<file path="config.mk">
export PLATFORM = sky130hd
export DESIGN_NAME = mac_text_to_bytes_parser
export DESIGN_NICKNAME = d
export VERILOG_FILES = /design/src/hw/rtl/mtb_pkg.sv /design/src/hw/rtl/mtb_classify.sv /design/src/hw/rtl/mtb_queue.sv /design/src/hw/rtl/mtb_exec.sv /design/src/hw/rtl/mac_text_to_bytes_parser.sv
export SDC_FILE = /design/constraint.sdc
export NUM_CORES = 1
export LEC_CHECK = 0
export BUFFER_PORTS_ARGS = -buffer_cell sky130_fd_sc_hd__buf_2
export CAP_MARGIN = 10
export CELL_PAD_IN_SITES_DETAIL_PLACEMENT = 1
export CELL_PAD_IN_SITES_GLOBAL_PLACEMENT = 1
export CORE_UTILIZATION = 28
export DETAILED_ROUTE_END_ITERATION = 6
export PLACE_DENSITY = 0.58
export SLEW_MARGIN = 20
export SYNTH_ARGS = -nofsm -noshare
export SYNTH_HDL_FRONTEND = slang
export SYNTH_SLANG_ARGS = --single-unit
export TNS_END_PERCENT = 50
</file>
<file path="constraint.sdc">
create_clock -name clk -period 4.45 [get_ports clk]
set_clock_uncertainty 0.15 [all_clocks]
set_input_delay 0.445 -clock clk [delete_from_list [all_inputs] [get_ports clk]]
set_output_delay 0.445 -clock clk [all_outputs]
set_load 0.01 [all_outputs]
</file>
<file path="src/hw/rtl/mtb_pkg.sv">
// ----------------------------------------------------------------------------
// mtb_pkg
// Shared types and constants for the MAC address text parser.
// ----------------------------------------------------------------------------
package mtb_pkg;

	// Parse limits
	localparam int MAX_CHARS  = 17;  // characters examined per string, 12..31
	localparam int ADDR_BYTES = 6;   // address bytes, 1..8

	// State widths fixed by the text format
	localparam int POS_W   = 5;
	localparam int DIGIT_W = 4;
	localparam int NIB_W   = 4;

	// Queue between front and back; depth must be a power of two
	localparam int QDEPTH = 2;
	localparam int QPTR_W = $clog2(QDEPTH);
	localparam int QCNT_W = $clog2(QDEPTH + 1);

	// ASCII codes
	localparam logic [7:0] CH_NUL   = 8'h00;
	localparam logic [7:0] CH_LF    = 8'h0A;
	localparam logic [7:0] CH_CR    = 8'h0D;
	localparam logic [7:0] CH_COMMA = 8'h2C;
	localparam logic [7:0] CH_DASH  = 8'h2D;
	localparam logic [7:0] CH_COLON = 8'h3A;
	localparam logic [7:0] CH_0     = 8'h30;
	localparam logic [7:0] CH_9     = 8'h39;
	localparam logic [7:0] CH_LA    = 8'h61;
	localparam logic [7:0] CH_LF_HEX = 8'h66;
	localparam logic [7:0] CH_UA    = 8'h41;
	localparam logic [7:0] CH_UF    = 8'h46;
	localparam logic [7:0] HEX_TEN  = 8'd10;

	// Character class decided by the front end
	typedef enum logic [1:0] {
		KIND_DIGIT = 2'd0,
		KIND_SEP   = 2'd1,
		KIND_NUL   = 2'd2,
		KIND_BAD   = 2'd3
	} kind_t;

	// Input beat
	typedef struct packed {
		logic [7:0] char_in;
		logic       first_char;
	} char_beat_t;

	// Result beat
	typedef struct packed {
		logic       byte_valid;
		logic [2:0] byte_index;
		logic [7:0] byte_value;
		logic       finished;
		logic       status;
		logic       ignored;
	} result_beat_t;

	// Classified character passed from front to back
	typedef struct packed {
		logic             first;
		kind_t            kind;
		logic [NIB_W-1:0] nib;
	} cls_t;

	// Queue status seen by the top level
	typedef struct packed {
		logic [QCNT_W-1:0] count;
		logic              full;
		logic              empty;
	} q_status_t;

endpackage

</file>
<file path="src/hw/rtl/mtb_classify.sv">
// ----------------------------------------------------------------------------
// mtb_classify
// Front end: accepts characters and registers their class and nibble.
// ----------------------------------------------------------------------------
module mtb_classify (
	input  logic                clk,
	input  logic                arst_n,
	input  logic                char_valid,
	output logic                char_stall,
	input  mtb_pkg::char_beat_t char_beat,
	output logic                cls_valid,
	input  logic                cls_stall,
	output mtb_pkg::cls_t       cls
);

	mtb_pkg::cls_t cls_d;
	mtb_pkg::cls_t cls_s1;
	logic          valid_s1;
	logic [7:0]    c;
	logic          take;

	assign c = char_beat.char_in;

	// Decode one character
	always_comb begin
		cls_d.first = char_beat.first_char;
		cls_d.nib   = '0;
		if (c >= mtb_pkg::CH_0 && c <= mtb_pkg::CH_9) begin
			cls_d.kind = mtb_pkg::KIND_DIGIT;
			cls_d.nib  = mtb_pkg::NIB_W'(c - mtb_pkg::CH_0);
		end else if (c >= mtb_pkg::CH_LA && c <= mtb_pkg::CH_LF_HEX) begin
			cls_d.kind = mtb_pkg::KIND_DIGIT;
			cls_d.nib  = mtb_pkg::NIB_W'(c - mtb_pkg::CH_LA + mtb_pkg::HEX_TEN);
		end else if (c >= mtb_pkg::CH_UA && c <= mtb_pkg::CH_UF) begin
			cls_d.kind = mtb_pkg::KIND_DIGIT;
			cls_d.nib  = mtb_pkg::NIB_W'(c - mtb_pkg::CH_UA + mtb_pkg::HEX_TEN);
		end else if (c == mtb_pkg::CH_COLON || c == mtb_pkg::CH_DASH ||
				c == mtb_pkg::CH_COMMA || c == mtb_pkg::CH_CR ||
				c == mtb_pkg::CH_LF) begin
			cls_d.kind = mtb_pkg::KIND_SEP;
		end else if (c == mtb_pkg::CH_NUL) begin
			cls_d.kind = mtb_pkg::KIND_NUL;
		end else begin
			cls_d.kind = mtb_pkg::KIND_BAD;
		end
	end

	// Stage register: holds while the queue is full
	assign char_stall = valid_s1 && cls_stall;
	assign take       = char_valid && !char_stall;

	always_ff @(posedge clk or negedge arst_n) begin
		if (!arst_n) begin
			valid_s1 <= 1'b0;
		end else if (!char_stall) begin
			valid_s1 <= char_valid;
		end
	end

	always_ff @(posedge clk) begin
		if (take) begin
			cls_s1 <= cls_d;
		end
	end

	assign cls_valid = valid_s1;
	assign cls       = cls_s1;

endmodule

</file>
<file path="src/hw/rtl/mtb_queue.sv">
// ----------------------------------------------------------------------------
// mtb_queue
// Short FIFO of classified characters between front and back end.
// ----------------------------------------------------------------------------
module mtb_queue (
	input  logic                 clk,
	input  logic                 arst_n,
	input  logic                 wr_valid,
	output logic                 wr_stall,
	input  mtb_pkg::cls_t        wr_data,
	output logic                 rd_valid,
	input  logic                 rd_stall,
	output mtb_pkg::cls_t        rd_data,
	output mtb_pkg::q_status_t   status
);

	mtb_pkg::cls_t                   mem_q [mtb_pkg::QDEPTH];
	logic [mtb_pkg::QPTR_W-1:0]      wr_ptr_q;
	logic [mtb_pkg::QPTR_W-1:0]      rd_ptr_q;
	logic [mtb_pkg::QCNT_W-1:0]      count_q;
	logic                            push;
	logic                            pop;

	assign status.count = count_q;
	assign status.full  = (count_q == mtb_pkg::QCNT_W'(mtb_pkg::QDEPTH));
	assign status.empty = (count_q == '0);

	assign wr_stall = status.full;
	assign rd_valid = !status.empty;
	assign rd_data  = mem_q[rd_ptr_q];

	assign push = wr_valid && !wr_stall;
	assign pop  = rd_valid && !rd_stall;

	// Pointers and fill count; pointers wrap since depth is a power of two
	always_ff @(posedge clk or negedge arst_n) begin
		if (!arst_n) begin
			wr_ptr_q <= '0;
			rd_ptr_q <= '0;
			count_q  <= '0;
		end else begin
			if (push) begin
				wr_ptr_q <= wr_ptr_q + 1'b1;
			end
			if (pop) begin
				rd_ptr_q <= rd_ptr_q + 1'b1;
			end
			if (push && !pop) begin
				count_q <= count_q + 1'b1;
			end else if (pop && !push) begin
				count_q <= count_q - 1'b1;
			end
		end
	end

	// Entry storage
	always_ff @(posedge clk) begin
		if (push) begin
			mem_q[wr_ptr_q] <= wr_data;
		end
	end

endmodule

</file>
<file path="src/hw/rtl/mtb_exec.sv">
// ----------------------------------------------------------------------------
// mtb_exec
// Back end: holds parse state, builds bytes and registers one result beat.
// ----------------------------------------------------------------------------
module mtb_exec (
	input  logic                  clk,
	input  logic                  arst_n,
	input  logic                  cls_valid,
	output logic                  cls_stall,
	input  mtb_pkg::cls_t         cls,
	output logic                  result_valid,
	input  logic                  result_stall,
	output mtb_pkg::result_beat_t result_beat
);

	logic [mtb_pkg::POS_W-1:0]   pos_q;
	logic [mtb_pkg::DIGIT_W-1:0] digits_q;
	logic [mtb_pkg::NIB_W-1:0]   high_q;
	logic                        done_q;
	logic                        out_valid_q;
	mtb_pkg::result_beat_t       out_q;

	logic [mtb_pkg::POS_W-1:0]   pos_cur, pos_n;
	logic [mtb_pkg::DIGIT_W-1:0] digits_cur, digits_n;
	logic [mtb_pkg::DIGIT_W:0]   digits_inc;
	logic [mtb_pkg::NIB_W-1:0]   high_cur, high_n;
	logic                        done_cur, done_n;
	logic [mtb_pkg::POS_W-1:0]   pos_inc;
	mtb_pkg::result_beat_t       res;
	logic                        take;

	// Output register frees itself when the receiver takes the beat
	assign cls_stall = out_valid_q && result_stall;
	assign take      = cls_valid && !cls_stall;

	// A first character starts from the cleared state
	assign pos_cur    = cls.first ? '0 : pos_q;
	assign digits_cur = cls.first ? '0 : digits_q;
	assign high_cur   = cls.first ? '0 : high_q;
	assign done_cur   = cls.first ? 1'b0 : done_q;

	assign digits_inc = {1'b0, digits_cur} + 1'b1;
	assign pos_inc    = pos_cur + 1'b1;

	// Next state and result
	always_comb begin
		res      = '0;
		pos_n    = pos_cur;
		digits_n = digits_cur;
		high_n   = high_cur;
		done_n   = done_cur;
		if (done_cur) begin
			res.ignored = 1'b1;
		end else begin
			case (cls.kind) inside
				mtb_pkg::KIND_DIGIT, mtb_pkg::KIND_SEP: begin
					if (cls.kind == mtb_pkg::KIND_DIGIT) begin
						res.byte_valid = 1'b1;
						res.byte_index = digits_cur[3:1];
						if (!digits_cur[0]) begin
							high_n         = cls.nib;
							res.byte_value = {cls.nib, 4'h0};
						end else begin
							res.byte_value = {high_cur, cls.nib};
						end
						digits_n = digits_inc[mtb_pkg::DIGIT_W-1:0];
						if (digits_inc[mtb_pkg::DIGIT_W:1] >=
								mtb_pkg::DIGIT_W'(mtb_pkg::ADDR_BYTES)) begin
							res.finished = 1'b1;
							done_n       = 1'b1;
						end
					end
					pos_n = pos_inc;
					if (pos_inc >= mtb_pkg::POS_W'(mtb_pkg::MAX_CHARS)) begin
						res.finished = 1'b1;
						done_n       = 1'b1;
					end
				end
				mtb_pkg::KIND_NUL: begin
					res.finished = 1'b1;
					done_n       = 1'b1;
				end
				default: begin
					res.finished = 1'b1;
					res.status   = 1'b1;
					done_n       = 1'b1;
				end
			endcase
		end
	end

	// Parse state
	always_ff @(posedge clk or negedge arst_n) begin
		if (!arst_n) begin
			pos_q    <= '0;
			digits_q <= '0;
			high_q   <= '0;
			done_q   <= 1'b0;
		end else if (take) begin
			pos_q    <= pos_n;
			digits_q <= digits_n;
			high_q   <= high_n;
			done_q   <= done_n;
		end
	end

	// Result register
	always_ff @(posedge clk or negedge arst_n) begin
		if (!arst_n) begin
			out_valid_q <= 1'b0;
		end else if (!cls_stall) begin
			out_valid_q <= cls_valid;
		end
	end

	always_ff @(posedge clk) begin
		if (take) begin
			out_q <= res;
		end
	end

	assign result_valid = out_valid_q;
	assign result_beat  = out_q;

endmodule

</file>
<file path="src/hw/rtl/mac_text_to_bytes_parser.sv">
// ----------------------------------------------------------------------------
// mac_text_to_bytes_parser
// Parses a textual MAC address one character per beat into address bytes.
// ----------------------------------------------------------------------------
// Usage:
//   Characters enter on char_valid / char_stall / char_beat; set first_char
//   on the first character of each string. Every character gives exactly one
//   beat on result_valid / result_stall / result_beat: hex digits report the
//   byte they wrote, separators report no byte, NUL, a bad character or a
//   parse limit ends the string, and characters after the end come back with
//   ignored set. Each character passes the classify register, a queue entry
//   and the result register before its beat shows on result_valid.
//   Throughput: one character per cycle while nothing stalls, set by the
//   parse state update in the back end. The two-entry queue lets the front
//   keep taking characters for a short while when the receiver stalls; once
//   it and the front register fill, char_stall rises. Reset clears the parse
//   state to that of a fresh string and empties all pipeline stages.
// ----------------------------------------------------------------------------
module mac_text_to_bytes_parser (
	input  logic                  clk,
	input  logic                  arst_n,
	input  logic                  char_valid,
	output logic                  char_stall,
	input  mtb_pkg::char_beat_t   char_beat,
	output logic                  result_valid,
	input  logic                  result_stall,
	output mtb_pkg::result_beat_t result_beat
);

	logic               front_valid;
	logic               front_stall;
	mtb_pkg::cls_t      front_cls;
	logic               back_valid;
	logic               back_stall;
	mtb_pkg::cls_t      back_cls;
	mtb_pkg::q_status_t q_status;

	// Front end
	mtb_classify u_classify (
		.clk        (clk),
		.arst_n     (arst_n),
		.char_valid (char_valid),
		.char_stall (char_stall),
		.char_beat  (char_beat),
		.cls_valid  (front_valid),
		.cls_stall  (front_stall),
		.cls        (front_cls)
	);

	// Decoupling queue
	mtb_queue u_queue (
		.clk      (clk),
		.arst_n   (arst_n),
		.wr_valid (front_valid),
		.wr_stall (front_stall),
		.wr_data  (front_cls),
		.rd_valid (back_valid),
		.rd_stall (back_stall),
		.rd_data  (back_cls),
		.status   (q_status)
	);

	// Back end
	mtb_exec u_exec (
		.clk          (clk),
		.arst_n       (arst_n),
		.cls_valid    (back_valid),
		.cls_stall    (back_stall),
		.cls          (back_cls),
		.result_valid (result_valid),
		.result_stall (result_stall),
		.result_beat  (result_beat)
	);

	// Checks
	a_queue_bound: assert property (@(posedge clk) disable iff (!arst_n)
		q_status.count <= mtb_pkg::QCNT_W'(mtb_pkg::QDEPTH))
		else $error("queue count above depth");

	a_ignored_alone: assert property (@(posedge clk) disable iff (!arst_n)
		result_valid && result_beat.ignored |->
		!result_beat.byte_valid && !result_beat.finished)
		else $error("ignored beat carries data");

	a_status_finished: assert property (@(posedge clk) disable iff (!arst_n)
		result_valid && result_beat.status |-> result_beat.finished)
		else $error("error status without finish");

	a_index_range: assert property (@(posedge clk) disable iff (!arst_n)
		result_valid && result_beat.byte_valid |->
		result_beat.byte_index < 3'(mtb_pkg::ADDR_BYTES))
		else $error("byte index out of range");

	a_front_stall: assert property (@(posedge clk) disable iff (!arst_n)
		char_stall |-> q_status.full)
		else $error("front stalls with room in queue");

endmodule

</file>
==> results by group <==
Timing
  • WHS: between 0.15 and 0.2 ns
  • Slew @ Worst Pin: about 1 ns
  • Period utilization: 0.6517
  • Final min period: just under 3 ns
  • Max Slew Vio Count: 0
  • Final setup violation count: 0
  • Unrepaired setup endpoints after global routing: no
  • Final hold vios: 0
  • Final setup margin: 1.550 ns
  • Relative slew slack: 0.3434
  • Fmax achieved: roughly 340 MHz
  • Accumulated negative setup slack: 0 ns

Clock tree
  • Clock transition at the registers of the reported paths: roughly 0.090 ns
  • Clock buffer depth: 2
  • CTS buffer count: 5
  • Worst skew pair latency: 0.30 ns
  • Postcts setup bufs: 0
  • CTS Root Cell: clkbuf_8
  • CTS tree: yes
  • # H-tree levels: 2
  • Clk sinks: 56

Worst setup path
  • Setup Crit Path Kind: flop to flop
  • Worst Path Required: approximately 4.4 ns
  • Arr. time, crit path: about 2.8 ns
  • Crit path max fanout: 14
  • Critical path capture point type: flop
  • Startpoint types: flop

Routing
  • DR pass1 iterations: 4
  • WL/cell: approximately 14 um
  • Vias per inst: 4.675
  • DRC Markers: 0
  • Initial DRC Count: 41
  • Routed wire length: approximately 5500 um
  • Post-DRT Antenna Nets: 0
  • Total number of vias: between 1,500 and 2,000

Global route
  • Number of global-route vias before repair: between 1,500 and 2,000
  • Congestion Overflow GR: 0
  • First-pass GRT wire length: 9377 um
  • Layer with the highest usage: met2
  • Met1 Resource Use GR: 0.1480
  • All-Layer GR Usage: 0.1181
  • GR Util met3: 0.02080
  • Met2 GRT Util: 0.2097
  • Initial antenna violation count: 0
  • Maximum number of pins on one net before global-route repair: 29

Cells and area
  • Final Util: 0.3344
  • Layout cells sized above 1: 0.1969
  • Post-layout net count: 280
  • Area growth from synthesis to layout: 14.18%
  • ANT cells: 0

Yosys
  • Post-synthesis sequential area ratio: 0.5761
  • Synth area leader: edfxtp_1
  • Synth warn: 0
  • Fraction of registers with async set/reset: 0.3571
  • Post-synth cell types: 57
  • Syn avg cell area: 12.09 sq um
  • Cell area after synthesis: roughly 2700 sq um
  • Syn Inst Count: approximately 230
  • Dominant cells by area after synthesis: edfxtp_1 (39%), dfrtp_1 (18%), ha_1 (4.1%)
  • Share of the synthesized area in the top cell type: 0.3938
  • Flops & latches, synth: 56
  • Post-synth EDFFs: 36
  • Syn Nets: 249
  • Post-synth top flop: edfxtp_1

Run
  • Max_cap viols: 0

Outcome
  • Status: finished clean

Die
  • Starting Density: 0.2929
  • Core ar.: about 9400 sq um
  • Die Span Y: around 100 um
  • Die Wd: around 100 um
  • Ports: 30
  • Die area: roughly 10,000 sq um
  • FP Rows: 35

Power
  • Comb power frac: 0.337
  • Clk pwr share: 0.179
  • Peak supply drop: about 0.15 mV
  • Sw Pwr: approximately 650 uW
  • PD cells: a little under 600 nW/um^2
  • Leakage power: between 0.001 and 0.0015 uW
  • Tot Pwr: around 1800 uW
  • Int Pwr: between 1000 and 1500 uW
  • Switching Share: 0.3603
  • Flop pwr share: 0.484

Placed design
  • Pre-CTS setup slack: between 1.5 and 2 ns
  • I/O Buffers: 29
  • GP Congestion: around 0.73
  • DP HPWL: roughly 4100 um

Worst hold path
  • Min-delay worst type: input pin to flop
power by group through the flow:
stage | Clock, uW | Sequential, uW | Combinational, uW
final | 325 | 879 | 613
after detailed placement | 0 | 894 | 623
after global routing | 358 | 906 | 692
after floorplan | 0 | 875 | 437
after global placement | 0 | 885 | 609
after CTS | 339 | 882 | 627
timing repair:
action / 4_1_cts / 5_1_grt
hold buffers: 1 / 0
gates resized for setup: 0 / 0
hold endpoints to repair: 20 / 0
final timing paths:
check | startpoint | end | slack [ns] | cells past startpoint
setup / recovery | u_queue.rd_ptr_q | u_exec.result_beat[2] | 1.55 | 9
hold / removal | char_beat[0] | u_classify.cls[6] | 0.17 | 1
setup reg to reg | u_queue.rd_ptr_q | u_exec.result_beat[2] | 1.55 | 9
hold reg to reg | u_classify.cls[1] | u_queue.mem_q[1][1] | 0.30 | 0
max in group asynchronous | arst_n | u_queue.rd_ptr_q | 3.32 | 2
min in group asynchronous | arst_n | u_exec.pos_q[3] | 0.49 | 2
critical path: stages (launching register included):
cell and delay [ns]:
dfrtp_1 0.72, mux2i_1 0.26, buf_4 0.22, nand2_1 0.13, inv_1 0.08, ha_1 0.23, o21ai_0 0.13, a2111oi_2 0.36
a21oi_1 0.13, o31a_1 0.25
synth_stat cells, types with 3 or more instances:
master	n
nor3_1	3
nor2_1	17
ha_1	9
o21ai_1	6
nand3_1	3
and2_1	3
a22o_1	3
mux2i_1	9
nand2_1	20
o211ai_1	3
inv_2	4
dfrtp_1	20
inv_1	14
and3_1	3
o21ai_0	5
a21oi_1	5
nand2b_1	3
a211oi_1	4
buf_2	3
xnor2_1	4
a32o_1	6
edfxtp_1	36
cell families (layout without fill, tap and decap cells):
logic type	after synthesis	in the layout	synth area share
simple gates	65	65	0.1194
flops	56	56	0.5761
compound gates	54	54	0.1595
buf+inv	25	57	0.03965
mux	12	12	0.04512
fa+ha+maj	9	9	0.04102
xor+xnor	6	6	0.01914
through the flow:
stage | instances | instance area, sq um
finish | 388 | 3134
global route | 388 | 3134
CTS | 388 | 3134
detailed placement | 379 | 3018
global placement | 379 | 3018
floorplan | 227 | 2745
metal layers:
metal,vias to the layer above,part of all wire
met5,-,0
met4,0,0.0083
met3,4,0.031
met2,37,0.48
met1,872,0.48
li1,901,-
state kept, by name (all words and copies together) (netlist names):
signal	count
u_queue.wr_ptr_q	1
u_exec.done_q	1
u_exec.pos_q	5
u_queue.mem_q	14
u_exec.result_beat	15
u_exec.result_valid	1
u_exec.digits_q	4
u_classify.cls_valid	1
u_classify.cls	7
u_queue.rd_ptr_q	1
u_exec.high_q	4
u_queue.count_q	2
area by class of cell:
| type | count | area [sq um] |
|---|---|---|
| clock buffer | 7 | 76.32 |
| clock inverter | 1 | 30.03 |
| fill | 1061 | 6237 |
| inverter | 18 | 67.56 |
| multi-input combinational | 146 | 1055 |
| sequential | 56 | 1582 |
| tap | 129 | 161.4 |
| timing repair buffer | 31 | 162.7 |
placed cells by master (no fill, tap or decap), types with 3 or more instances in the layout:
cell type,Yosys,layout
nor3_1,3,3
o21ai_0,5,5
nand2b_1,3,3
nand3_1,3,3
a22o_1,3,3
nand2_1,20,20
and3_1,3,3
inv_1,14,14
and2_1,3,3
ha_1,9,9
mux2i_1,9,9
clkbuf_8,0,5
nor2_1,17,17
edfxtp_1,36,36
a211oi_1,4,4
o211ai_1,3,3
xnor2_1,4,4
o21ai_1,6,6
buf_2,3,29
a32o_1,6,6
a21oi_1,5,5
dfrtp_1,20,20
inv_2,4,4
Power figures use the tool's default switching activity.
